--- config.mk ---
export PLATFORM = sky130hd
export DESIGN_NAME = sampled_line_rasterizer_core
export DESIGN_NICKNAME = d
export VERILOG_FILES = /design/src/hdl/slr_pkg.sv /design/src/hdl/slr_cfg_regs.sv /design/src/hdl/slr_walker.sv /design/src/hdl/sampled_line_rasterizer_core.sv
export SDC_FILE = /design/constraint.sdc
export NUM_CORES = 1
export LEC_CHECK = 0
export BUFFER_PORTS_ARGS = -buffer_cell sky130_fd_sc_hd__buf_2
export CAP_MARGIN = 20
export CORE_ASPECT_RATIO = 0.7
export CORE_MARGIN = 2
export CORE_UTILIZATION = 37
export CTS_CLUSTER_SIZE = 16
export DETAILED_ROUTE_END_ITERATION = 6
export PLACE_DENSITY = 0.62
export SYNTH_ARGS = -nofsm -noshare
export SYNTH_HDL_FRONTEND = slang
export SYNTH_SLANG_ARGS = --single-unit
--- constraint.sdc ---
create_clock -name clk_i -period 14.8 [get_ports clk_i]
set_input_delay 0.74 -clock clk_i [delete_from_list [all_inputs] [get_ports clk_i]]
set_output_delay 0.74 -clock clk_i [all_outputs]
set_load 0.01 [all_outputs]
--- src/hdl/slr_pkg.sv ---
// ----------------------------------------------------------------------------
// slr_pkg
// Shared widths, codes and word types of the sampled line rasterizer.
// ----------------------------------------------------------------------------
package slr_pkg;

  localparam int COORD_BITS = 12;
  localparam int CFG_BITS   = COORD_BITS + 1;
  localparam int ERR_BITS   = COORD_BITS + 2;
  localparam int EXT_BITS   = ERR_BITS + 2;
  localparam int KEY_BITS   = 24;
  localparam int IDX_BITS   = 2;

  localparam logic [CFG_BITS-1:0] GRID_RESET = CFG_BITS'(1 << COORD_BITS);
  localparam logic [CFG_BITS-1:0] STEP_RESET = CFG_BITS'(1);

  // register indexes of the configuration port
  localparam logic [IDX_BITS-1:0] REG_GRID_WIDTH  = IDX_BITS'(0);
  localparam logic [IDX_BITS-1:0] REG_GRID_HEIGHT = IDX_BITS'(1);
  localparam logic [IDX_BITS-1:0] REG_SAMPLE_STEP = IDX_BITS'(2);

  // item function codes
  localparam logic FUNC_LOAD = 1'b0;
  localparam logic FUNC_STEP = 1'b1;

  typedef struct packed {
    logic [CFG_BITS-1:0] grid_width;
    logic [CFG_BITS-1:0] grid_height;
    logic [CFG_BITS-1:0] sample_step;
  } slr_cfg_t;

  typedef struct packed {
    logic                  func;
    logic [COORD_BITS-1:0] start_x;
    logic [COORD_BITS-1:0] start_y;
    logic [COORD_BITS-1:0] end_x;
    logic [COORD_BITS-1:0] end_y;
  } slr_item_t;

  typedef struct packed {
    logic [KEY_BITS-1:0] cell_key;
    logic                key_valid;
    logic                segment_done;
  } slr_result_t;

endpackage

--- src/hdl/slr_cfg_regs.sv ---
// ----------------------------------------------------------------------------
// slr_cfg_regs
// Grid size and sample step registers behind a plain write port.
// ----------------------------------------------------------------------------
module slr_cfg_regs import slr_pkg::*; (
  input  logic                clk_i,
  input  logic                rst_ni,
  input  logic                cfg_we_i,
  input  logic [IDX_BITS-1:0] cfg_index_i,
  input  logic [CFG_BITS-1:0] cfg_data_i,
  output slr_cfg_t            cfg_o
);

  slr_cfg_t cfg_q, cfg_d;

  always_comb begin
    cfg_d = cfg_q;
    if (cfg_we_i) begin
      unique case (cfg_index_i)
        REG_GRID_WIDTH:  cfg_d.grid_width  = cfg_data_i;
        REG_GRID_HEIGHT: cfg_d.grid_height = cfg_data_i;
        REG_SAMPLE_STEP: cfg_d.sample_step = cfg_data_i;
        default: ;
      endcase
    end
  end

  always_ff @(posedge clk_i or negedge rst_ni) begin
    if (!rst_ni) begin
      cfg_q.grid_width  <= GRID_RESET;
      cfg_q.grid_height <= GRID_RESET;
      cfg_q.sample_step <= STEP_RESET;
    end else begin
      cfg_q <= cfg_d;
    end
  end

  assign cfg_o = cfg_q;

endmodule

--- src/hdl/slr_walker.sv ---
// ----------------------------------------------------------------------------
// slr_walker
// Bresenham walk state and the step logic that visits one cell per step word.
// ----------------------------------------------------------------------------
module slr_walker import slr_pkg::*; (
  input  logic        clk_i,
  input  logic        rst_ni,
  input  logic        fire_i,
  input  slr_item_t   item_i,
  input  slr_cfg_t    cfg_i,
  output slr_result_t result_o,
  output logic        active_o
);

  logic [COORD_BITS-1:0] pos_x_q, pos_x_d, pos_y_q, pos_y_d;
  logic [COORD_BITS-1:0] goal_x_q, goal_x_d, goal_y_q, goal_y_d;
  logic                  dir_x_neg_q, dir_x_neg_d, dir_y_neg_q, dir_y_neg_d;
  logic [COORD_BITS-1:0] span_x_q, span_x_d, span_y_q, span_y_d;
  logic [ERR_BITS-1:0]   error_q, error_d;
  logic [COORD_BITS-1:0] phase_q, phase_d;
  logic                  active_q, active_d;

  logic                         at_end, in_grid;
  logic [CFG_BITS-1:0]          step_eff;
  logic [COORD_BITS+CFG_BITS-1:0] prod;
  logic [KEY_BITS-1:0]          key;
  logic signed [EXT_BITS-1:0]   e_ext, twice, sx, neg_sy, e_new;
  logic                         move_x, move_y;
  logic [CFG_BITS-1:0]          phase_next;
  logic                         x_fwd, y_fwd;
  logic [COORD_BITS-1:0]        load_span_x, load_span_y;

  assign at_end   = (pos_x_q == goal_x_q) && (pos_y_q == goal_y_q);
  assign in_grid  = ({1'b0, pos_x_q} < cfg_i.grid_width) &&
                    ({1'b0, pos_y_q} < cfg_i.grid_height);
  assign step_eff = (cfg_i.sample_step == '0) ? CFG_BITS'(1) : cfg_i.sample_step;

  assign prod = (COORD_BITS+CFG_BITS)'(pos_x_q) * (COORD_BITS+CFG_BITS)'(cfg_i.grid_height);
  assign key  = KEY_BITS'(prod) + KEY_BITS'(pos_y_q);

  // error update works on a sign-extended copy so 2*e cannot overflow
  assign e_ext  = EXT_BITS'(signed'(error_q));
  assign twice  = e_ext <<< 1;
  assign sx     = signed'(EXT_BITS'(span_x_q));
  assign neg_sy = -signed'(EXT_BITS'(span_y_q));
  assign move_x = twice >= neg_sy;
  assign move_y = twice <= sx;
  assign e_new  = e_ext + (move_x ? neg_sy : '0) + (move_y ? sx : '0);

  assign phase_next = {1'b0, phase_q} + CFG_BITS'(1);

  assign x_fwd       = item_i.start_x < item_i.end_x;
  assign y_fwd       = item_i.start_y < item_i.end_y;
  assign load_span_x = x_fwd ? item_i.end_x - item_i.start_x : item_i.start_x - item_i.end_x;
  assign load_span_y = y_fwd ? item_i.end_y - item_i.start_y : item_i.start_y - item_i.end_y;

  always_comb begin
    pos_x_d     = pos_x_q;
    pos_y_d     = pos_y_q;
    goal_x_d    = goal_x_q;
    goal_y_d    = goal_y_q;
    dir_x_neg_d = dir_x_neg_q;
    dir_y_neg_d = dir_y_neg_q;
    span_x_d    = span_x_q;
    span_y_d    = span_y_q;
    error_d     = error_q;
    phase_d     = phase_q;
    active_d    = active_q;
    result_o    = '0;
    if (item_i.func == FUNC_LOAD) begin
      pos_x_d     = item_i.start_x;
      pos_y_d     = item_i.start_y;
      goal_x_d    = item_i.end_x;
      goal_y_d    = item_i.end_y;
      dir_x_neg_d = !x_fwd;
      dir_y_neg_d = !y_fwd;
      span_x_d    = load_span_x;
      span_y_d    = load_span_y;
      error_d     = ERR_BITS'(load_span_x) - ERR_BITS'(load_span_y);
      phase_d     = '0;
      active_d    = 1'b1;
    end else if (active_q) begin
      if (in_grid && ((phase_q == '0) || at_end)) begin
        result_o.cell_key  = key;
        result_o.key_valid = 1'b1;
      end
      if (at_end) begin
        result_o.segment_done = 1'b1;
        active_d              = 1'b0;
      end else begin
        if (move_x) begin
          pos_x_d = dir_x_neg_q ? pos_x_q - COORD_BITS'(1) : pos_x_q + COORD_BITS'(1);
        end
        if (move_y) begin
          pos_y_d = dir_y_neg_q ? pos_y_q - COORD_BITS'(1) : pos_y_q + COORD_BITS'(1);
        end
        error_d = e_new[ERR_BITS-1:0];
        phase_d = (phase_next >= step_eff) ? '0 : phase_next[COORD_BITS-1:0];
      end
    end
  end

  always_ff @(posedge clk_i or negedge rst_ni) begin
    if (!rst_ni) begin
      pos_x_q     <= '0;
      pos_y_q     <= '0;
      goal_x_q    <= '0;
      goal_y_q    <= '0;
      dir_x_neg_q <= 1'b0;
      dir_y_neg_q <= 1'b0;
      span_x_q    <= '0;
      span_y_q    <= '0;
      error_q     <= '0;
      phase_q     <= '0;
      active_q    <= 1'b0;
    end else if (fire_i) begin
      pos_x_q     <= pos_x_d;
      pos_y_q     <= pos_y_d;
      goal_x_q    <= goal_x_d;
      goal_y_q    <= goal_y_d;
      dir_x_neg_q <= dir_x_neg_d;
      dir_y_neg_q <= dir_y_neg_d;
      span_x_q    <= span_x_d;
      span_y_q    <= span_y_d;
      error_q     <= error_d;
      phase_q     <= phase_d;
      active_q    <= active_d;
    end
  end

  assign active_o = active_q;

endmodule

--- src/hdl/sampled_line_rasterizer_core.sv ---
// ----------------------------------------------------------------------------
// sampled_line_rasterizer_core
// Sampled Bresenham line walker with grid clipping and cell key output.
// ----------------------------------------------------------------------------
// Usage:
//   input channel (in_valid_i/in_ready_o) carries one word per item: a load
//   word (func 0) sets up a segment, a step word (func 1) visits one cell.
//   output channel (out_valid_o/out_ready_i) returns exactly one word per
//   input word, in order: cell key, key valid flag and segment done flag.
//   configuration is a plain write port (cfg_we_i, cfg_index_i, cfg_data_i):
//   index 0 grid width, 1 grid height, 2 sample step; write only when idle.
// Timing:
//   a taken word sits in the input register and is processed into the
//   result register once that register is empty or being read.
//   one word per cycle sustained while out_ready_i stays high; the walk state
//   updates in the same cycle as the result register, so the next word sees it at once.
// Reset and stall:
//   reset clears the walk state (no segment loaded) and sets the registers
//   to grid 4096 x 4096, sample step 1. when out_ready_i is low the result
//   waits in the output register, one more word waits in the input register,
//   and in_ready_o drops after that.
// ----------------------------------------------------------------------------
module sampled_line_rasterizer_core import slr_pkg::*; (
  input  logic                  clk_i,
  input  logic                  rst_ni,
  input  logic                  in_valid_i,
  output logic                  in_ready_o,
  input  logic                  func_i,
  input  logic [COORD_BITS-1:0] start_x_i,
  input  logic [COORD_BITS-1:0] start_y_i,
  input  logic [COORD_BITS-1:0] end_x_i,
  input  logic [COORD_BITS-1:0] end_y_i,
  output logic                  out_valid_o,
  input  logic                  out_ready_i,
  output logic [KEY_BITS-1:0]   cell_key_o,
  output logic                  key_valid_o,
  output logic                  segment_done_o,
  input  logic                  cfg_we_i,
  input  logic [IDX_BITS-1:0]   cfg_index_i,
  input  logic [CFG_BITS-1:0]   cfg_data_i
);

  slr_cfg_t    cfg;
  slr_item_t   item_q;
  slr_result_t res, res_q;
  logic        in_valid_q;
  logic        out_valid_q;
  logic        process;
  logic        active;

  assign process    = in_valid_q && (!out_valid_q || out_ready_i);
  assign in_ready_o = !in_valid_q || process;

  slr_cfg_regs u_cfg (
    .clk_i       (clk_i),
    .rst_ni      (rst_ni),
    .cfg_we_i    (cfg_we_i),
    .cfg_index_i (cfg_index_i),
    .cfg_data_i  (cfg_data_i),
    .cfg_o       (cfg)
  );

  slr_walker u_walker (
    .clk_i    (clk_i),
    .rst_ni   (rst_ni),
    .fire_i   (process),
    .item_i   (item_q),
    .cfg_i    (cfg),
    .result_o (res),
    .active_o (active)
  );

  always_ff @(posedge clk_i or negedge rst_ni) begin
    if (!rst_ni) begin
      in_valid_q <= 1'b0;
    end else if (in_ready_o) begin
      in_valid_q <= in_valid_i;
    end
  end

  always_ff @(posedge clk_i) begin
    if (in_valid_i && in_ready_o) begin
      item_q <= '{func: func_i, start_x: start_x_i, start_y: start_y_i,
                  end_x: end_x_i, end_y: end_y_i};
    end
  end

  always_ff @(posedge clk_i or negedge rst_ni) begin
    if (!rst_ni) begin
      out_valid_q <= 1'b0;
    end else if (process) begin
      out_valid_q <= 1'b1;
    end else if (out_ready_i) begin
      out_valid_q <= 1'b0;
    end
  end

  always_ff @(posedge clk_i) begin
    if (process) begin
      res_q <= res;
    end
  end

  assign out_valid_o    = out_valid_q;
  assign cell_key_o     = res_q.cell_key;
  assign key_valid_o    = res_q.key_valid;
  assign segment_done_o = res_q.segment_done;

`ifndef NO_ASSERTIONS
  // a load word never reports a key or a finished segment
  a_load_quiet: assert property (@(posedge clk_i) disable iff (!rst_ni)
    process && item_q.func == FUNC_LOAD |=> out_valid_q && !key_valid_o && !segment_done_o)
    else $error("load word produced a key or done flag");

  // reaching the endpoint ends the segment
  a_done_ends: assert property (@(posedge clk_i) disable iff (!rst_ni)
    process && res.segment_done |=> !active)
    else $error("segment still active after done");

  // a step with no loaded segment gives an empty result
  a_idle_step: assert property (@(posedge clk_i) disable iff (!rst_ni)
    process && item_q.func == FUNC_STEP && !active |=> !key_valid_o && !segment_done_o)
    else $error("step without segment produced output");

  // a stalled result must not be overwritten
  a_hold_result: assert property (@(posedge clk_i) disable iff (!rst_ni)
    out_valid_q && !out_ready_i |-> !process)
    else $error("result register overwritten while stalled");
`endif

endmodule

==> flow_summary.toml, run 1 <==
[critical_path]
crit_fanout = 15
startpoint_type = "flip-flop"
cp-startpoint = "u_walker.span_y_q[4]"
timing.rr.end = "u_walker.error_q[13]"
required_ns = 15.25
crit_chain = "nor4_1 -> nand2_1 -> nor4_1 -> xor2_1 -> ha_1 -> nand4_1 -> or4_1 -> o221a_2 -> a21oi_2 -> nand2_1 -> fa_1 -> inv_1 -> ha_1 -> fa_1 -> a211oi_1 -> o21bai_1 -> a21oi_1 -> o21bai_1 -> a41o_1 -> o41ai_1 -> xnor2_1 -> xnor2_1 -> a221o_1"
cp_slowest_cell = "a21oi_2"
ff2ff_setup_slack_ns = 7.97
cpPeakStageDelay_ns = 0.55
path_class = "reg2reg"
end_kind = "flip-flop"
rr_startpoint = "u_walker.span_y_q[4]"
cp_data_arrival_time_ns = 7.28
r2r_cells = 23

[cts]
ctsResizeCount = 0
cts-root-buf = "clkbuf_16"
cts_setup_buffers = 0
cts_hold_buf = 0
cts_sinks = 217
clk_pin_slew_worst_paths_ns = 0.07
clock_latency_ns = 0.58
htreeDepth = 1
clock_path_buffers = 3
cts_tree = "yes"
numCtsBuffers = 27

[floorplanning]
io_pins = 97
fp.dieW_um = 281
die_y_um = 198
start_util = 0.377
die_area_um2 = 55400
core_region_area_um2 = 52600
fp-row-count = 70

[synth]
synth-seq-cells = 217
ys_top_cells_by_area = "dfrtp_1, fa_1, ha_1"
synth_cell_types = 70
avgSynthCellArea_um2 = 9.37
syn_nets = 2545
synth_top_area_cell = "dfrtp_1"
synth_edf_count = 75
synth_common_cells = "inv_1, nand2_1, ha_1, fa_1, dfrtp_1"
synth-main-ff-cell = "dfrtp_1"
synth_top_area_share = 0.176
netlist_instances = 2114
synth.most_common_cell = "inv_1"
async_flop_share = 0.654
ys_warn_count = 0
seq_area_frac_synth = 0.293
syn_area_um2 = 19800

[placement]
hpwl_mm = 41.8
portBuffers = 96
gp_congestion = 0.880
placed_cells = 2834

[sta]
fmax_mhz = 146
final-hold-violation-count = 0
fin_hold_ws_ns = 0.197
slew_viol_final = 0
fin_crit_ns = 6.83
rsz0062_at_grt = "no"
setup_viol = 0
fin_skew_ns = 0.0319
relSlewSlack = 0.337
tightest_slew_ns = 0.982
period_share = 0.461
setup_tns_ns = 0

[grt]
grt_usage = 0.200
grt-ovfl-total = 0
grt_start_max_net_pins = 79
first_global_vias = 15500
grt_pass1_wl_mm = 86.9
antenna_found_initial = 0

[final_layout]
area_delta_synth_final_pct = 11.0
stdcell_count = 2886
fillers = 5152
final_nets = 2611
drive_above_1_share = 0.0977

[routing]
first_pass_iters = 5
routedWlPerCell_um = 18.7
drt_iter0_drc = 1321
drc_errors = 0
routed_wl_mm = 54.0
postRouteAntennaNets = 0
routed_via_density = 5.31
route.vias.total = 15300

[run_status]
status = "finished, final reports clean"

[flow_run]
cap_violations = 0

[hold_path]
holdCritPathClass = "in2async"
## state kept, by name, indices dropped and copies added, names as in the netlist
signal and count:
cell_key_o 24, in_valid_q 1, item_q 49, key_valid_o 1, out_valid_o 1, segment_done_o 1
u_cfg.cfg_o 39, u_walker.active_o 1, u_walker.dir_x_neg_q 1, u_walker.dir_y_neg_q 1, u_walker.error_q 14, u_walker.goal_x_q 12
u_walker.goal_y_q 12, u_walker.phase_q 12, u_walker.pos_x_q 12, u_walker.pos_y_q 12, u_walker.span_x_q 12, u_walker.span_y_q 12
## worst max-delay path by stage
stage / to / slack, ns / cells after the start
after global routing: u_walker.error_q[13] / 7.37 / 23
after CTS: u_walker.error_q[13] / 7.97 / 23
after detailed placement: u_walker.error_q[13] / 8.01 / 23
after global placement: u_walker.error_q[13] / 8.05 / 23
final: u_walker.error_q[13] / 7.97 / 23
after floorplan: u_walker.error_q[13] / 8.70 / 24
## cell type report
class | instances | area (um^2) | area share
tap | 684 | 856 | 0.0389
sequential | 217 | 5810 | 0.264
multi-input combinational | 1524 | 12600 | 0.573
clock buffer | 30 | 697 | 0.0317
clock inverter | 20 | 284 | 0.0129
antenna | 1 | 2.50 | 0.000114
inverter | 299 | 1120 | 0.0510
timing repair buffer | 111 | 619 | 0.0282
## worst max-delay path: cells and delay by family, from the launching register on
family	cells	cell delay, ns
XOR/XNOR	3	0.41
AND/OR/NAND/NOR	6	1.87
adder cells (fa/ha/maj)	4	1.49
flip-flops	1	0.42
buffers and inverters	1	0.04
AO/OA/AOI/OAI	9	2.48
## stage by stage
step                cell area [um^2]  setup WS (ns)  utilization
floorplan                      19800           8.70            -
global placement               21000           8.05        0.399
detailed placement             21000           8.01        0.399
CTS                            22000           7.97        0.418
global route                   22000           7.37        0.418
finish                         22000           7.97        0.418
## routing by layer
| layer | part of all wire | global-route usage | wire [um] | vias up |
|---|---|---|---|---|
| met2 | 0.41 | 0.293 | 22200 | 451 |
| met5 | 0 | 0 | 0 | - |
| li1 | - | - | - | 7229 |
| met3 | 0.065 | 0.0313 | 3490 | 71 |
| met4 | 0.024 | 0.0489 | 1300 | 0 |
| met1 | 0.50 | 0.307 | 27000 | 7580 |
## kinds of logic after synthesis
logic type                 share of synthesized area
and+or+nand+nor                                0.133
DFF                                            0.293
adders and majority gates                      0.282
xor gates and xnor gates                      0.0531
AOI/OAI and AO/OA                              0.132
buffers and inverters                         0.0716
muxes                                         0.0357
## cell usage in the layout, fill, tap and decap left out, types with 27 or more instances in the layout
master	netlist	layout
a21oi_1	107	107
mux2_2	37	37
fa_1	140	140
and2_1	63	62
edfxtp_1	75	75
buf_2	5	95
nor3_1	42	42
ha_1	222	222
o21ai_0	135	135
xnor2_1	74	74
nand2_1	247	246
inv_1	298	298
nand2b_1	27	27
a21o_1	46	46
mux2i_1	29	29
clkbuf_16	0	27
xor2_1	46	46
dfrtp_1	139	139
nor2_1	76	76
Power of run 1 is not shown: default switching activity piles up to over one toggle a cycle in this logic, so the estimate is an artifact.
==> run 2, diff against run 1 <==
--- a/config.mk
+++ b/config.mk
@@ -12,7 +12,7 @@
 export CORE_UTILIZATION = 37
 export CTS_CLUSTER_SIZE = 16
 export DETAILED_ROUTE_END_ITERATION = 6
-export PLACE_DENSITY = 0.62
+export PLACE_DENSITY = 0.64
 export SYNTH_ARGS = -nofsm -noshare
 export SYNTH_HDL_FRONTEND = slang
 export SYNTH_SLANG_ARGS = --single-unit
==> constraint.sdc (replaced) <==
create_clock -name clk_i -period 5.95 [get_ports clk_i]
set_input_delay 0.2975 -clock clk_i [delete_from_list [all_inputs] [get_ports clk_i]]
set_output_delay 0.2975 -clock clk_i [all_outputs]
set_load 0.01 [all_outputs]
==> run 2 against run 1 <==
Global-route usage up 0.078 points; hold slack worse by 0.16 ns; final cell count up 3.5%; worst setup slack worse by 7.8 ns; non-clock buffer count up 101; count of clock-buffer cells in the layout unchanged; die area unchanged; flip-flop and latch count unchanged; utilization up 2.1 points; routed wire length up 2.1%; maximum frequency up 19%; critical path depth up 1; critical endpoint unchanged.
==> flow_summary.toml, run 2 (synthesis results as in run 1) <==
[routing]
drt_iter0_drc = 1192
routed_wl_mm = 55.1
routedWlPerCell_um = 18.5
first_pass_iters = 5
drc_errors = 0
route.vias.total = 15700
routed_via_density = 5.25
postRouteAntennaNets = 0

[final_layout]
top_register = "item_q"
final_nets = 2712
drive_above_1_share = 0.135
final_common_cell = "inv_1"
largest_reg_flops = 49
antennaDiodeCount = 0
final_cell_mix = "inv_1, nand2_1, ha_1"
area_delta_synth_final_pct = 16.7

[floorplanning]
start_util = 0.377
fp.dieW_um = 281
io_pins = 97
die_area_um2 = 55400
die_y_um = 198
fp-row-count = 70
core_region_area_um2 = 52600

[sta]
slew_viol_final = 0
period_share = 0.963
final-hold-violation-count = 0
relSlewSlack = 0.351
setup_viol = 0
tightest_slew_ns = 0.974
fin_crit_ns = 5.73
fmax_mhz = 175
finalWorstSetupSlack_ns = 0.221
fin_skew_ns = 0.0382

[placement]
pre_cts_ws_ns = -0.0631
gp_congestion = 0.919
portBuffers = 96
hpwl_mm = 43.2

[grt]
grt_usage = 0.201
antenna_found_initial = 0
first_global_vias = 15800
grt_pass1_wl_mm = 87.2
grt-ovfl-total = 0
grt_start_max_net_pins = 90

[critical_path]
end_kind = "flip-flop"
crit_fanout = 7
cpPeakStageDelay_ns = 0.50
startpoint_type = "flip-flop"
crit_chain = "nor4_4 -> nand2_2 -> buf_8 -> nor2_4 -> xor2_2 -> ha_1 -> nand2_2 -> or4_1 -> o221a_2 -> a21oi_2 -> nand2_1 -> fa_1 -> inv_1 -> ha_4 -> fa_2 -> a211oi_2 -> o21bai_1 -> a21oi_1 -> o21bai_1 -> a41o_1 -> o41ai_2 -> xnor2_1 -> xnor2_1 -> a221o_1"
cp_data_arrival_time_ns = 6.19
cp_slowest_cell = "fa_1"
path_class = "reg2reg"
required_ns = 6.41

[hold_path]
holdCritPathClass = "in2reg"

[run_status]
status = "finished, final reports clean"

[cts]
clock_path_buffers = 3
clk_pin_slew_worst_paths_ns = 0.07
cts_tree = "yes"
cts-root-buf = "clkbuf_16"
numCtsBuffers = 27
htreeDepth = 1
cts_sinks = 217
clock_latency_ns = 0.59

[flow_run]
cap_violations = 0
==> run 2: per-stage QoR <==
step | std cells | hold slack, ns | setup TNS (ns) | util | instance area, um^2
final | 2986 | 0.0351 | 0 | 0.440 | 23100
after global routing | 2986 | 0.0195 | -0.0220 | 0.440 | 23100
after CTS | 2978 | 0.00514 | 0 | 0.435 | 22800
after detailed placement | 2873 | 0.447 | -0.0631 | 0.405 | 21300
after global placement | 2872 | 0.471 | 0 | 0.405 | 21300
after floorplan | 2114 | 0.00191 | 0 | - | 19800
==> run 2: timing repair <==
item / 4_1_cts / 5_1_grt
pin swaps: 1 / 20
hold endpoints to repair: 144 / 0
setup endpoints to repair: 2 / 10
setup buffers: 0 / 8
hold buffers: 55 / 0
gates resized for setup: 4 / 57
==> run 2: layout make-up <==
type / instances / area [um^2]
Clock inverter: 20 / 277
Tap cell: 684 / 856
Multi-Input combinational cell: 1524 / 12800
Inverter: 299 / 1120
Fill cell: 5031 / 29400
Clock buffer: 30 / 717
Sequential cell: 217 / 5830
Timing Repair Buffer: 212 / 1510
==> run 2: per-layer routing <==
| metal | vias up | GRT usage | part of all wire |
|---|---|---|---|
| li1 | 7425 | - | - |
| met1 | 7678 | 0.299 | 0.48 |
| met2 | 503 | 0.299 | 0.42 |
| met3 | 65 | 0.0431 | 0.081 |
| met4 | 0 | 0.0438 | 0.020 |
| met5 | - | 0 | 0 |
==> run 2: worst paths after layout <==
kind                                      startpoint                    to  slack [ns]  cells after the start
worst max-delay path            u_walker.span_y_q[3]  u_walker.error_q[13]        0.22                     24
worst min-delay path                   cfg_data_i[6]       u_cfg.cfg_o[32]        0.04                      3
worst max register to register  u_walker.span_y_q[3]  u_walker.error_q[13]        0.22                     24
worst min register to register  u_walker.goal_x_q[8]  u_walker.goal_x_q[8]        0.51                      2
max in group asynchronous                     rst_ni   u_walker.phase_q[2]        4.22                      3
min in group asynchronous                     rst_ni  u_walker.goal_x_q[7]        0.38                      2
==> run 2: critical path, delay by kind of cell, from the launching register on <==
family / cells / cell delay [ns]
AO/OA/AOI/OAI: 9 / 1.95
flip-flops: 1 / 0.42
adder cells (fa/ha/maj): 4 / 1.38
AND/OR/NAND/NOR: 6 / 1.22
XOR/XNOR: 3 / 0.36
buffers and inverters: 2 / 0.25
Power of run 2 is left out for the same reason.
